### src/rtl/strict_utf8_to_utf16_decoder_top_macros.svh
// ----------------------------------------------------------------------------
// strict_utf8_to_utf16_decoder_top_macros
// Assertion shorthands shared by the queue and back modules. Each expects clk and
// rst_n in scope.
// ----------------------------------------------------------------------------
`ifndef STRICT_UTF8_TO_UTF16_DECODER_TOP_MACROS_SVH
`define STRICT_UTF8_TO_UTF16_DECODER_TOP_MACROS_SVH

// same-cycle implication
`define U8U16D_ASSERT_NOW(lbl, ante, cons, msg) \
  lbl: assert property (@(posedge clk) disable iff (!rst_n) (ante) |-> (cons)) \
    else $error(msg);

// next-cycle implication
`define U8U16D_ASSERT_NEXT(lbl, ante, cons, msg) \
  lbl: assert property (@(posedge clk) disable iff (!rst_n) (ante) |=> (cons)) \
    else $error(msg);

`endif

### src/rtl/u8u16d_pkg.sv
// ----------------------------------------------------------------------------
// u8u16d_pkg
// Types and constants of the strict UTF-8 to UTF-16 line decoder.
// ----------------------------------------------------------------------------
package u8u16d_pkg;

  localparam int BYTE_W  = 8;
  localparam int UNIT_W  = 16;
  localparam int POINT_W = 21;

  localparam logic [7:0] LEAD2_LO = 8'hC2;
  localparam logic [7:0] LEAD2_HI = 8'hDF;
  localparam logic [7:0] LEAD3_LO = 8'hE0;
  localparam logic [7:0] LEAD3_HI = 8'hEF;
  localparam logic [7:0] LEAD4_LO = 8'hF0;
  localparam logic [7:0] LEAD4_HI = 8'hF4;

  localparam logic [1:0] CONT_TAG = 2'b10;

  localparam logic [POINT_W-1:0] MIN_LEN1  = 21'h00080;
  localparam logic [POINT_W-1:0] MIN_LEN2  = 21'h00800;
  localparam logic [POINT_W-1:0] MIN_LEN3  = 21'h10000;
  localparam logic [POINT_W-1:0] MAX_POINT = 21'h10FFFF;
  localparam logic [POINT_W-1:0] SURR_LO   = 21'h0D800;
  localparam logic [POINT_W-1:0] SURR_HI   = 21'h0DFFF;
  localparam logic [POINT_W-1:0] BMP_MAX   = 21'h0FFFF;

  localparam logic [UNIT_W-1:0] HIGH_BASE = 16'hD800;
  localparam logic [UNIT_W-1:0] LOW_BASE  = 16'hDC00;

  localparam logic STATUS_OK  = 1'b0;
  localparam logic STATUS_REJ = 1'b1;

  // one queued result group: a single unit or a surrogate pair
  typedef struct packed {
    logic [UNIT_W-1:0] unit0;
    logic [UNIT_W-1:0] unit1;
    logic              pair;
    logic              status;
    logic              line_end;
  } entry_t;

endpackage

### src/rtl/u8u16d_byte_if.sv
// ----------------------------------------------------------------------------
// u8u16d_byte_if
// Byte channel: one UTF-8 byte and its end-of-line flag per transfer.
// ----------------------------------------------------------------------------
interface u8u16d_byte_if;
  logic       valid;
  logic       ready;
  logic [7:0] in_byte;
  logic       end_of_line;

  modport source (output valid, output in_byte, output end_of_line, input ready);
  modport sink   (input valid, input in_byte, input end_of_line, output ready);
endinterface

### src/rtl/u8u16d_unit_if.sv
// ----------------------------------------------------------------------------
// u8u16d_unit_if
// Result channel: one UTF-16 code unit with status and line end per transfer.
// ----------------------------------------------------------------------------
interface u8u16d_unit_if;
  logic        valid;
  logic        ready;
  logic [15:0] code_unit;
  logic        status;
  logic        line_end;

  modport source (output valid, output code_unit, output status, output line_end,
                  input ready);
  modport sink   (input valid, input code_unit, input status, input line_end,
                  output ready);
endinterface

### src/rtl/u8u16d_front.sv
// ----------------------------------------------------------------------------
// u8u16d_front
// Accepts bytes, tracks the sequence state and builds result groups.
// ----------------------------------------------------------------------------
module u8u16d_front (
  input  logic                clk,
  input  logic                rst_n,
  u8u16d_byte_if.sink         in_bus,
  output logic                push_valid,
  input  logic                push_ready,
  output u8u16d_pkg::entry_t  push_data
);
  import u8u16d_pkg::*;

  logic [1:0]         rem_r, rem_nxt;
  logic [1:0]         len_r, len_nxt;
  logic [POINT_W-1:0] pp_r, pp_nxt;
  logic               failed_r, failed_nxt;

  logic [7:0]         b;
  logic               eol;
  logic               accept;
  logic [POINT_W-1:0] cp;
  logic [POINT_W-1:0] minimum;
  logic [POINT_W-1:0] adj;
  logic               cp_bad;
  logic               emit;
  entry_t             ent;

  assign b      = in_bus.in_byte;
  assign eol    = in_bus.end_of_line;
  assign accept = in_bus.valid && in_bus.ready;
  assign in_bus.ready = push_ready;

  assign cp  = {pp_r[POINT_W-7:0], b[5:0]};
  assign adj = cp - MIN_LEN3;

  always_comb begin
    unique case (len_r)
      2'd1:    minimum = MIN_LEN1;
      2'd2:    minimum = MIN_LEN2;
      default: minimum = MIN_LEN3;
    endcase
  end

  assign cp_bad = (cp < minimum) || (cp > MAX_POINT) || (cp >= SURR_LO && cp <= SURR_HI);

  always_comb begin
    rem_nxt    = rem_r;
    len_nxt    = len_r;
    pp_nxt     = pp_r;
    failed_nxt = failed_r;
    emit       = 1'b0;
    ent        = '0;

    if (!failed_r) begin
      if (rem_r == 2'd0) begin
        if (!b[7]) begin
          emit      = 1'b1;
          ent.unit0 = {8'h00, b};
        end else if (b >= LEAD2_LO && b <= LEAD2_HI) begin
          rem_nxt = 2'd1; len_nxt = 2'd1; pp_nxt = {16'h0000, b[4:0]};
        end else if (b >= LEAD3_LO && b <= LEAD3_HI) begin
          rem_nxt = 2'd2; len_nxt = 2'd2; pp_nxt = {17'h00000, b[3:0]};
        end else if (b >= LEAD4_LO && b <= LEAD4_HI) begin
          rem_nxt = 2'd3; len_nxt = 2'd3; pp_nxt = {18'h00000, b[2:0]};
        end else begin
          failed_nxt = 1'b1;
        end
      end else if (b[7:6] != CONT_TAG) begin
        failed_nxt = 1'b1;
      end else begin
        pp_nxt  = cp;
        rem_nxt = rem_r - 2'd1;
        if (rem_r == 2'd1) begin
          if (cp_bad) begin
            failed_nxt = 1'b1;
          end else if (cp > BMP_MAX) begin
            emit      = 1'b1;
            ent.pair  = 1'b1;
            ent.unit0 = HIGH_BASE + {6'b0, adj[19:10]};
            ent.unit1 = LOW_BASE | {6'b0, adj[9:0]};
          end else begin
            emit      = 1'b1;
            ent.unit0 = cp[UNIT_W-1:0];
          end
          len_nxt = 2'd0;
          pp_nxt  = '0;
        end
      end
    end

    // an open sequence at the line end fails the line
    if (eol && !failed_nxt && rem_nxt != 2'd0) begin
      failed_nxt = 1'b1;
    end

    if (failed_nxt) begin
      emit = eol;
      ent  = '0;
      ent.status   = STATUS_REJ;
      ent.line_end = 1'b1;
    end else begin
      ent.status   = STATUS_OK;
      ent.line_end = eol;
    end

    if (eol) begin
      rem_nxt    = 2'd0;
      len_nxt    = 2'd0;
      pp_nxt     = '0;
      failed_nxt = 1'b0;
    end
  end

  assign push_valid = accept && emit;
  assign push_data  = ent;

  always_ff @(posedge clk) begin
    if (!rst_n) begin
      rem_r    <= 2'd0;
      len_r    <= 2'd0;
      pp_r     <= '0;
      failed_r <= 1'b0;
    end else if (accept) begin
      rem_r    <= rem_nxt;
      len_r    <= len_nxt;
      pp_r     <= pp_nxt;
      failed_r <= failed_nxt;
    end
  end

endmodule

### src/rtl/u8u16d_queue.sv
// ----------------------------------------------------------------------------
// u8u16d_queue
// Short FIFO of result groups between the front and back parts.
// ----------------------------------------------------------------------------
`include "strict_utf8_to_utf16_decoder_top_macros.svh"

module u8u16d_queue #(
  parameter int DEPTH = 4
) (
  input  logic                clk,
  input  logic                rst_n,
  input  logic                push_valid,
  output logic                push_ready,
  input  u8u16d_pkg::entry_t  push_data,
  output logic                head_valid,
  input  logic                pop,
  output u8u16d_pkg::entry_t  head_data
);
  import u8u16d_pkg::*;

  localparam int PW = $clog2(DEPTH);
  localparam int CW = $clog2(DEPTH + 1);
  localparam logic [PW-1:0] LAST = PW'(DEPTH - 1);
  localparam logic [CW-1:0] FULL = CW'(DEPTH);

  entry_t          mem_r [DEPTH];
  logic [PW-1:0]   wr_ptr_r, rd_ptr_r;
  logic [CW-1:0]   count_r;
  logic            do_push, do_pop;

  assign push_ready = (count_r != FULL);
  assign head_valid = (count_r != '0);
  assign head_data  = mem_r[rd_ptr_r];
  assign do_push    = push_valid && push_ready;
  assign do_pop     = pop && head_valid;

  always_ff @(posedge clk) begin
    if (do_push) begin
      mem_r[wr_ptr_r] <= push_data;
    end
  end

  always_ff @(posedge clk) begin
    if (!rst_n) begin
      wr_ptr_r <= '0;
      rd_ptr_r <= '0;
      count_r  <= '0;
    end else begin
      if (do_push) begin
        wr_ptr_r <= (wr_ptr_r == LAST) ? '0 : wr_ptr_r + 1'b1;
      end
      if (do_pop) begin
        rd_ptr_r <= (rd_ptr_r == LAST) ? '0 : rd_ptr_r + 1'b1;
      end
      case ({do_push, do_pop})
        2'b10:   count_r <= count_r + 1'b1;
        2'b01:   count_r <= count_r - 1'b1;
        default: count_r <= count_r;
      endcase
    end
  end

  `U8U16D_ASSERT_NOW(a_no_push_when_full, push_valid && !push_ready, 1'b0, "push into full queue")
  `U8U16D_ASSERT_NOW(a_count_bound, 1'b1, count_r <= FULL, "queue count out of range")

endmodule

### src/rtl/u8u16d_back.sv
// ----------------------------------------------------------------------------
// u8u16d_back
// Drives queued result groups onto the output channel, one code unit per transfer.
// ----------------------------------------------------------------------------
`include "strict_utf8_to_utf16_decoder_top_macros.svh"

module u8u16d_back (
  input  logic                clk,
  input  logic                rst_n,
  input  logic                head_valid,
  output logic                pop,
  input  u8u16d_pkg::entry_t  head_data,
  u8u16d_unit_if.source       out_bus
);
  import u8u16d_pkg::*;

  logic half_r;
  logic xfer;
  logic last_unit;

  assign last_unit = !head_data.pair || half_r;
  assign xfer      = out_bus.valid && out_bus.ready;
  assign pop       = xfer && last_unit;

  assign out_bus.valid     = head_valid;
  assign out_bus.code_unit = half_r ? head_data.unit1 : head_data.unit0;
  assign out_bus.status    = head_data.status;
  assign out_bus.line_end  = head_data.line_end && last_unit;

  always_ff @(posedge clk) begin
    if (!rst_n) begin
      half_r <= 1'b0;
    end else if (xfer) begin
      // advance to the low unit of a pair, drop back after the group
      half_r <= !last_unit;
    end
  end

  `U8U16D_ASSERT_NOW(a_half_needs_pair, half_r, head_valid && head_data.pair, "low half without pair")
  `U8U16D_ASSERT_NEXT(a_pair_advances, xfer && head_data.pair && !half_r, half_r, "pair did not advance")

endmodule

### src/rtl/strict_utf8_to_utf16_decoder_top.sv
// ----------------------------------------------------------------------------
// strict_utf8_to_utf16_decoder_top: strict UTF-8 to UTF-16 line decoder
// Groups pass through the queue register, pair low unit after high unit. One
// byte and one code unit per cycle, out_bus.ready allowing; in_bus.ready drops
// only while QDEPTH-entry queue is full. Sync reset clears all but queue data.
// ----------------------------------------------------------------------------
module strict_utf8_to_utf16_decoder_top #(
  parameter int QDEPTH = 4
) (
  input  logic          clk,
  input  logic          rst_n,
  u8u16d_byte_if.sink   in_bus,
  u8u16d_unit_if.source out_bus
);
  import u8u16d_pkg::*;

  logic   push_valid, push_ready;
  entry_t push_data;
  logic   head_valid, pop;
  entry_t head_data;

  u8u16d_front u_front (
    .clk        (clk),
    .rst_n      (rst_n),
    .in_bus     (in_bus),
    .push_valid (push_valid),
    .push_ready (push_ready),
    .push_data  (push_data)
  );

  u8u16d_queue #(
    .DEPTH (QDEPTH)
  ) u_queue (
    .clk        (clk),
    .rst_n      (rst_n),
    .push_valid (push_valid),
    .push_ready (push_ready),
    .push_data  (push_data),
    .head_valid (head_valid),
    .pop        (pop),
    .head_data  (head_data)
  );

  u8u16d_back u_back (
    .clk        (clk),
    .rst_n      (rst_n),
    .head_valid (head_valid),
    .pop        (pop),
    .head_data  (head_data),
    .out_bus    (out_bus)
  );

endmodule
### src/flat_wrapper.sv
// flat-port wrapper written by rule: the top's interface ports become plain ports
module strict_utf8_to_utf16_decoder_top_flat import u8u16d_pkg::*;
#(
  parameter int QDEPTH = 4
)
  (clk, rst_n, in_bus_valid, in_bus_in_byte, in_bus_end_of_line, in_bus_ready, out_bus_valid, out_bus_code_unit, out_bus_status, out_bus_line_end, out_bus_ready);
  u8u16d_byte_if in_bus_i ();
  u8u16d_unit_if out_bus_i ();
  input  logic clk;
  input  logic rst_n;
  input wire logic [$bits(in_bus_i.valid)-1:0] in_bus_valid;
  input wire logic [$bits(in_bus_i.in_byte)-1:0] in_bus_in_byte;
  input wire logic [$bits(in_bus_i.end_of_line)-1:0] in_bus_end_of_line;
  output wire logic [$bits(in_bus_i.ready)-1:0] in_bus_ready;
  output wire logic [$bits(out_bus_i.valid)-1:0] out_bus_valid;
  output wire logic [$bits(out_bus_i.code_unit)-1:0] out_bus_code_unit;
  output wire logic [$bits(out_bus_i.status)-1:0] out_bus_status;
  output wire logic [$bits(out_bus_i.line_end)-1:0] out_bus_line_end;
  input wire logic [$bits(out_bus_i.ready)-1:0] out_bus_ready;
  assign in_bus_i.valid = in_bus_valid;
  assign in_bus_i.in_byte = in_bus_in_byte;
  assign in_bus_i.end_of_line = in_bus_end_of_line;
  assign in_bus_ready = in_bus_i.ready;
  assign out_bus_valid = out_bus_i.valid;
  assign out_bus_code_unit = out_bus_i.code_unit;
  assign out_bus_status = out_bus_i.status;
  assign out_bus_line_end = out_bus_i.line_end;
  assign out_bus_i.ready = out_bus_ready;
  strict_utf8_to_utf16_decoder_top #(.QDEPTH(QDEPTH)) u_core (.clk(clk), .rst_n(rst_n), .in_bus(in_bus_i), .out_bus(out_bus_i));
endmodule
### config.mk
export PLATFORM = sky130hd
export DESIGN_NAME = strict_utf8_to_utf16_decoder_top_flat
export DESIGN_NICKNAME = d
export VERILOG_FILES = /design/src/rtl/u8u16d_pkg.sv /design/src/rtl/u8u16d_byte_if.sv /design/src/rtl/u8u16d_unit_if.sv /design/src/rtl/u8u16d_front.sv /design/src/rtl/u8u16d_queue.sv /design/src/rtl/u8u16d_back.sv /design/src/rtl/strict_utf8_to_utf16_decoder_top.sv /design/src/flat_wrapper.sv
export VERILOG_INCLUDE_DIRS = /design/src /design/src/rtl
export SDC_FILE = /design/constraint.sdc
export NUM_CORES = 1
export LEC_CHECK = 0
export ABC_AREA = 1
export BUFFER_PORTS_ARGS = -buffer_cell sky130_fd_sc_hd__buf_4
export CORE_UTILIZATION = 50
export CTS_CLUSTER_SIZE = 12
export DETAILED_ROUTE_END_ITERATION = 10
export PLACE_DENSITY = 0.67
export SLEW_MARGIN = 20
export SYNTH_ARGS = -nofsm -noshare
export SYNTH_HDL_FRONTEND = slang
export SYNTH_SLANG_ARGS = --single-unit
### constraint.sdc
create_clock -name clk -period 4.85 [get_ports clk]
set_input_delay 1.455 -clock clk [delete_from_list [all_inputs] [get_ports clk]]
set_output_delay 1.455 -clock clk [all_outputs]
set_load 0.03 [all_outputs]
==> results_tabular.tex, run 1 <==
\begin{tabular}{lr}
\hline
Metric & Value \\
\hline
\multicolumn{2}{l}{\textbf{Routing}} \\
Detailed-route via count & 5,195 \\
Drt wl/cell & 17.8 µm \\
Count of routing violations after the opening detailed-route iteration & 461 \\
Detail Route Antenna Nets & 0 \\
First-pass iteration count of the detailed router & 5 \\
Final wirelength & 16,300 µm \\
Total DRC errors in the routed layout & 0 \\
Number of vias per cell after detailed routing & 5.68 \\
\multicolumn{2}{l}{\textbf{Global route}} \\
Total track usage & 0.245 \\
Number of global-route vias before repair & 4,992 \\
First-pass GRT wire length & 25,900 µm \\
Number of antenna violations at the first check in global routing & 0 \\
Maximum number of pins on one net before global-route repair & 59 \\
Remaining global-route overflow & 0 \\
\multicolumn{2}{l}{\textbf{Clock network}} \\
Setup fix buffers added after clock tree synthesis & 0 \\
CTS tree & built \\
Bufs on Longest Clock Path & 2 \\
Resized Gates After CTS & 0 \\
CTS root buffer & clkbuf\_16 \\
\# H-tree levels & 4 \\
Sinks on Clock Net & 146 \\
Hold-fix buffers, CTS & 0 \\
Clock latency of the later-clocked register in the worst-skew pair & 0.42 ns \\
Inserted Clock Buffers & 17 \\
Clock slew at the register clock pins of the worst setup and hold paths & 0.06 ns \\
\multicolumn{2}{l}{\textbf{Die}} \\
Placeable Area & 13,200 µm² \\
Horizontal die dimension & 119 µm \\
Initial standard-cell utilization of the core & 0.514 \\
Die Outline Area & 14,100 µm² \\
I/O Pins & 33 \\
Die H & 119 µm \\
Number of cell rows & 42 \\
\multicolumn{2}{l}{\textbf{Place}} \\
Detailed Place HPWL & 10,700 µm \\
Total of buffers placed on input and output ports & 32 \\
Cell Count Post-Placement & 883 \\
Placer congestion estimate & 1.06 \\
Area after detailed placement & 7220 µm² \\
Post-Place Setup Slack & 0.752 ns \\
\multicolumn{2}{l}{\textbf{Pwr}} \\
Standby leakage power & 2.99 nW \\
Highest ir drop seen on vdd & 185 µV \\
Pwr Total & 3.62 mW \\
Power per Cell Area & 466 nW/µm² \\
\multicolumn{2}{l}{\textbf{Logic synthesis}} \\
Yosys Warn Count & 0 \\
Syn\_nets & 722 \\
Synth cell types & 43 \\
Synthesized instance count & 695 \\
Cell types with the largest area share after synthesis & edfxtp\_1, dfxtp\_1, nor2\_1 \\
Sequential-to-total area share from yosys stat & 0.600 \\
Largest area contributor in the netlist & edfxtp\_1 \\
Avg Cell Area, Syn & 9.79 µm² \\
Area share of the largest cell type after synthesis & 0.512 \\
Flip-flop and latch count after synthesis & 146 \\
Synth Cell Area & 6810 µm² \\
\multicolumn{2}{l}{\textbf{Outcome}} \\
Outcome & finished, final reports clean \\
\multicolumn{2}{l}{\textbf{Critical path}} \\
Slowest Stage Delay on Critical Path & 0.64 ns \\
Kind of critical path & reg -> out \\
Most used cell along the critical path & buf\_4 \\
Critical path capture point type & output port \\
Arrival time worst endpoint & 2.49 ns \\
Slowest-stage cell, CP & inv\_1 \\
Critical path, cell by cell & inv\_1, buf\_4, o21ai\_0, o22ai\_1, nor2\_1, a31oi\_1, buf\_4 \\
Required time reported for the critical path endpoint & 3.39 ns \\
Critical path fanouts, max & 28 \\
Worst setup SP type & flop \\
\multicolumn{2}{l}{\textbf{Timing}} \\
Final WS setup & 0.907 ns \\
Final hold slack & 0.498 ns \\
Post-route fraction of the period consumed by the critical path & 0.813 \\
Setup skew after layout & 0.00752 ns \\
Worst Max-Slew Pin Slew & 0.895 ns \\
Setup Total Neg Slack & 0 ns \\
Normalized max-slew margin & 0.403 \\
Max-slew violation count & 0 \\
Hold violation total from the final report & 0 \\
Shortest clock period the worst path allows after layout & 3.94 ns \\
Final-report setup violation count & 0 \\
Highest clock rate & 0.254 GHz \\
Unrepaired setup endpoints after global routing & false \\
\multicolumn{2}{l}{\textbf{Final layout}} \\
Share of cells above drive strength 1 & 0.147 \\
Count of antenna diodes in the layout & 0 \\
Util after Layout & 0.586 \\
Post-route standard cell area excluding fillers & 7760 µm² \\
Non-filler instance count after layout & 915 \\
Filler cell count in the final layout & 1,130 \\
Layout Area Growth over Synthesis & 14.0\% \\
Nets & 753 \\
\multicolumn{2}{l}{\textbf{Hold path}} \\
Worst hold-check path type & reg -> reg \\
\multicolumn{2}{l}{\textbf{Flow run}} \\
Max cap viols & 0 \\
\hline
\end{tabular}
==> routing by layer <==
| metal | share of wire | wire length (µm) | vias to the layer above | global-route usage |
|---|---|---|---|---|
| li1 | - | - | 2495 | - |
| met1 | 0.45 | 7250 | 2491 | 0.320 |
| met4 | 0.021 | 339 | 0 | 0.100 |
| met3 | 0.063 | 1030 | 29 | 0.0531 |
| met5 | 0 | 0 | - | 0 |
| met2 | 0.47 | 7650 | 180 | 0.397 |
==> worst max-delay path, delay by kind of cell, from the launching register on <==
kind | cells | cell delay (ns)
buf+inv | 3 | 1.19
simple gates | 1 | 0.06
compound gates | 3 | 0.50
flops | 1 | 0.31
==> worst paths after layout <==
path | startpoint | end | slack [ns] | cells past startpoint
min reg2reg | u_core.u_queue.count_r[2]$_SDFFE_PN0P_ | u_core.u_queue.count_r[2]$_SDFFE_PN0P_ | 0.50 | 2
max reg2reg | u_core.u_front.rem_r[0]$_SDFFE_PN0P_ | u_core.u_queue.count_r[2]$_SDFFE_PN0P_ | 1.44 | 20
min | u_core.u_queue.count_r[2]$_SDFFE_PN0P_ | u_core.u_queue.count_r[2]$_SDFFE_PN0P_ | 0.50 | 2
max | flop | out_bus_code_unit[3] | 0.91 | 7
==> cell usage after synthesis <==
master and instances:
nor2_1 122, a32oi_1 1, dfxtp_1 30, nor3_2 1
o21ai_1 4, a221o_1 5, xnor2_1 1, nand2_2 4
o21bai_1 1, o21a_1 1, a21oi_2 1, a21oi_1 48
buf_4 1, o22ai_1 13, nor2_2 18, inv_2 7
clkinv_1 2, fa_1 1, buf_1 3, buf_2 4
clkbuf_1 22, o21ai_0 67, ha_1 13, nor3_1 9
nand3b_1 1, o211a_1 1, nand3_1 26, buf_6 1
nand2_4 1, and2_1 2, a31oi_1 10, a21oi_4 1
o2111ai_1 3, nand4_2 1, a211oi_1 15, inv_1 53
nand3_2 1, o211ai_1 1, nand4_1 7, edfxtp_1 116
nand2_1 74, nor3b_1 1, nor4_1 1
==> cells by family (layout without fill, tap and decap cells) <==
family	count (synthesis)	after routing	synth area share
buf+inv	93	137	0.0537
flops	146	146	0.600
xor+xnor	1	1	0.00129
fa+ha+maj	14	14	0.0268
simple gates	269	269	0.172
compound gates	172	172	0.146
==> cell usage in the layout, fill, tap and decap left out, types with 15 or more instances in the layout <==
| cell | count |
|---|---|
| clkbuf_16 | 17 |
| buf_4 | 43 |
| a211oi_1 | 15 |
| nor2_2 | 18 |
| o21ai_0 | 67 |
| dfxtp_1 | 29 |
| nand2_1 | 74 |
| nor2_1 | 122 |
| nand3_1 | 26 |
| a21oi_1 | 48 |
| inv_1 | 53 |
| edfxtp_1 | 116 |
==> sequential cells by signal, indices dropped and copies added, names as in the netlist, named ones only <==
name	flops
u_core.u_front.pp_r	15
u_core.u_back.half_r	1
u_core.u_front.rem_r	2
u_core.u_front.len_r	2
u_core.u_queue.mem_r	116
u_core.u_queue.rd_ptr_r	2
u_core.u_queue.count_r	3
u_core.u_queue.wr_ptr_r	2
u_core.u_front.failed_r	1
==> cell type report <==
type / instances / area (µm²) / share of cell area
clock buffers: 20 / 447 / 0.0576
inverters: 62 / 233 / 0.0300
multi-input cells: 456 / 2360 / 0.304
flip-flops and latches: 146 / 4090 / 0.527
repair buffers: 43 / 323 / 0.0416
clock inverters: 12 / 93.8 / 0.0121
well taps: 176 / 220 / 0.0284
==> power by group <==
| part | leakage (nW) | switching [mW] | internal [mW] |
|---|---|---|---|
| registers | 1.44 | 0.0465 | 1.43 |
| logic | 1.28 | 0.645 | 0.308 |
| clock network | 0.269 | 0.476 | 0.709 |
No activity file was read; power rests on OpenSTA's default activity.
==> inputs of run 2 (changes only) <==
- ABC_AREA: 1 -> 0
- clock period: 4.85 -> 3.7 ns (I/O delays scaled with it)
==> run 2 against run 1 <==
  * Final area rose by 4.7%
  * Total power rose by 25%
  * Sequential share of layout area fell by 2.4 points
  * Combinational power fell by 23%
==> results_tabular.tex, run 2 <==
\begin{tabular}{lr}
\hline
Metric & Value \\
\hline
\multicolumn{2}{l}{\textbf{Routing}} \\
First-pass iteration count of the detailed router & 6 \\
Number of vias per cell after detailed routing & 5.80 \\
Final wirelength & 14,600 µm \\
Total DRC errors in the routed layout & 0 \\
Detail Route Antenna Nets & 0 \\
Detailed-route via count & 4,280 \\
Count of routing violations after the opening detailed-route iteration & 383 \\
Drt wl/cell & 19.7 µm \\
\multicolumn{2}{l}{\textbf{Logic synthesis}} \\
Area share of the largest cell type after synthesis & 0.525 \\
Synthesized instance count & 475 \\
Cell types with the largest area share after synthesis & edfxtp\_1, mux4\_2, dfxtp\_1 \\
Most instantiated flip-flop cell in the synthesis netlist & edfxtp\_1 \\
Sequential-to-total area share from yosys stat & 0.616 \\
Synth Cell Area & 6640 µm² \\
Yosys Warn Count & 0 \\
Fraction of registers with async set or reset after synthesis & 0 \\
Synth cell types & 57 \\
Dominant cell by count in the synthesized netlist & edfxtp\_1 \\
Commonest cells post-synth & edfxtp\_1, nand2\_1, dfxtp\_1 \\
Number of synthesized flops with an enable pin & 116 \\
Flip-flop and latch count after synthesis & 146 \\
Avg Cell Area, Syn & 14.0 µm² \\
Largest area contributor in the netlist & edfxtp\_1 \\
Syn\_nets & 502 \\
\multicolumn{2}{l}{\textbf{Timing}} \\
Post-route fraction of the period consumed by the critical path & 0.936 \\
Setup skew after layout & 0.0133 ns \\
Worst Max-Slew Pin Slew & 0.849 ns \\
Final-report setup violation count & 0 \\
Shortest clock period the worst path allows after layout & 3.46 ns \\
Setup Total Neg Slack & 0 ns \\
Unrepaired setup endpoints after global routing & false \\
Max-slew violation count & 0 \\
Highest clock rate & 0.289 GHz \\
Normalized max-slew margin & 0.433 \\
Hold violation total from the final report & 0 \\
\multicolumn{2}{l}{\textbf{Global route}} \\
First-pass GRT wire length & 22,600 µm \\
Total track usage & 0.232 \\
Maximum number of pins on one net before global-route repair & 32 \\
Number of antenna violations at the first check in global routing & 0 \\
Remaining global-route overflow & 0 \\
Number of global-route vias before repair & 4,229 \\
\multicolumn{2}{l}{\textbf{Final layout}} \\
Top library cells by usage in the layout, fill and taps aside & edfxtp\_1, buf\_4, nand2\_1 \\
Total area of multi-input combinational cells & 2390 µm² \\
Number of flip-flops in the largest register & 116 \\
Commonest non-fill, non-tap cell in the layout & edfxtp\_1 \\
Nets & 581 \\
Layout Area Growth over Synthesis & 22.5\% \\
Area of all sequential standard cells & 4090 µm² \\
Share of cells above drive strength 1 & 0.307 \\
Top reg by flops & u\_core.u\_queue.mem\_r \\
Filler cell count in the final layout & 950 \\
Non-filler instance count after layout & 738 \\
Registers with the highest flip-flop counts & u\_core.u\_queue.mem\_r: 116 flops, u\_core.u\_front.pp\_r: 15 flops, u\_core.u\_queue.count\_r: 3 flops \\
Util after Layout & 0.636 \\
Count of antenna diodes in the layout & 0 \\
\multicolumn{2}{l}{\textbf{Clock network}} \\
Clock latency of the later-clocked register in the worst-skew pair & 0.43 ns \\
\# H-tree levels & 4 \\
Clock slew at the register clock pins of the worst setup and hold paths & 0.06 ns \\
Setup fix buffers added after clock tree synthesis & 0 \\
CTS root buffer & clkbuf\_16 \\
CTS tree & built \\
Sinks on Clock Net & 146 \\
Inserted Clock Buffers & 17 \\
Bufs on Longest Clock Path & 2 \\
\multicolumn{2}{l}{\textbf{Critical path}} \\
Critical path fanouts, max & 3 \\
Critical path capture point type & flop \\
Worst setup SP type & input port \\
Arrival time worst endpoint & 3.83 ns \\
Worst R2R Path Depth & 18 \\
Kind of critical path & in -> reg \\
Required time reported for the critical path endpoint & 4.06 ns \\
\multicolumn{2}{l}{\textbf{Die}} \\
I/O Pins & 33 \\
Placeable Area & 12,800 µm² \\
Initial standard-cell utilization of the core & 0.519 \\
Number of cell rows & 41 \\
Die H & 117 µm \\
Die Outline Area & 13,700 µm² \\
Horizontal die dimension & 117 µm \\
\multicolumn{2}{l}{\textbf{Place}} \\
Detailed Place HPWL & 9450 µm \\
Cell Count Post-Placement & 707 \\
Total of buffers placed on input and output ports & 32 \\
Placer congestion estimate & 0.892 \\
\multicolumn{2}{l}{\textbf{Pwr}} \\
Highest ir drop seen on vdd & 305 µV \\
Standby leakage power & 2.98 nW \\
Power per Cell Area & 557 nW/µm² \\
\multicolumn{2}{l}{\textbf{Outcome}} \\
Outcome & finished, final reports clean \\
\multicolumn{2}{l}{\textbf{Flow run}} \\
Max cap viols & 0 \\
\multicolumn{2}{l}{\textbf{Hold path}} \\
Worst hold-check path type & reg -> reg \\
Hold path depth & 2 \\
\hline
\end{tabular}
==> run 2: changes by cell type in the layout (fill, tap and decap cells not counted), moves of 11 or more <==
cell	change
and2_1	+11
nor2_1	-101
a21oi_1	-40
o21ai_0	-48
a21boi_0	+11
nor2b_1	+11
a211oi_1	-13
nor2_2	-17
inv_1	-31
mux4_2	+29
buf_4	+32
nand2_1	-40
==> run 2: path summary, 6_finish.rpt <==
check                                                            start                                     end  slack, ns
worst max-delay path                                 in_bus_in_byte[3]  u_core.u_queue.count_r[2]$_SDFFE_PN0P_       0.24
worst min-delay path            u_core.u_queue.count_r[2]$_SDFFE_PN0P_  u_core.u_queue.count_r[2]$_SDFFE_PN0P_       0.49
worst max register to register    u_core.u_front.len_r[0]$_SDFFE_PN0P_  u_core.u_queue.count_r[2]$_SDFFE_PN0P_       0.29
worst min register to register  u_core.u_queue.count_r[2]$_SDFFE_PN0P_  u_core.u_queue.count_r[2]$_SDFFE_PN0P_       0.49
==> run 2: layer usage <==
layer  vias up  routed length (µm)  GRT usage
met3        22                 847     0.0566
li1       1977                   -          -
met1      2128                6260      0.297
met4         0                 187     0.0751
met2       153                7260      0.391
met5         -                   0          0
==> run 2: per-stage QoR <==
stage / worst slack [ns] / instance area, µm² / hold WS [ns] / total power, mW
2_1_floorplan: 0.00245 / 6660 / 0.450 / 2.38
5_1_grt: 0.00775 / 8130 / 0.529 / 4.67
3_5_place_dp: -0.208 / 7460 / 0.489 / 2.64
3_3_place_gp: -0.130 / 7460 / 0.480 / 2.63
4_1_cts: 0.233 / 8130 / 0.496 / 4.55
6_report: 0.236 / 8130 / 0.495 / 4.52
==> run 2: logic make-up after synthesis <==
family | count (synthesis) | synth area share
adders and majority gates | 14 | 0.0275
and+or+nand+nor | 145 | 0.119
AOI/OAI and AO/OA | 79 | 0.0847
xor gates and xnor gates | 3 | 0.00396
DFF | 146 | 0.616
muxes | 44 | 0.123
buffers and inverters | 44 | 0.0264
==> run 2: what timing repair did <==
item | 4_1_cts | 5_1_grt
endpoints found under the hold margin | 0 | 0
gates resized for setup | 0 | 1
setup endpoints to repair | 0 | 1
hold buffers | 0 | 0
==> run 2: power by group <==
group	switching, mW	internal [mW]	total, mW
combinational	0.399	0.331	0.730
sequential	0.0413	1.83	1.88
clock	0.661	1.26	1.92
total	1.10	3.42	4.52
==> run 2: area by class of cell <==
class | instances | area share
clock buffer | 17 | 0.0524
tap | 172 | 0.0265
multi-input combinational | 285 | 0.295
clock inverter | 14 | 0.0289
timing repair buffer | 81 | 0.0841
inverter | 23 | 0.0106
sequential | 146 | 0.503
==> run 2: critical path, cell delays in order <==
cell      delay [ns]
buf_4           0.08
nand4_1         0.22
buf_4           0.22
nor4_4          0.15
buf_4           0.16
o211a_2         0.21
nor3_2          0.06
nor2_1          0.24
o32ai_4         0.13
inv_1           0.07
ha_2            0.18
inv_1           0.06
fa_2            0.33
xor2_1          0.15
or3_1           0.31
a21boi_1        0.13
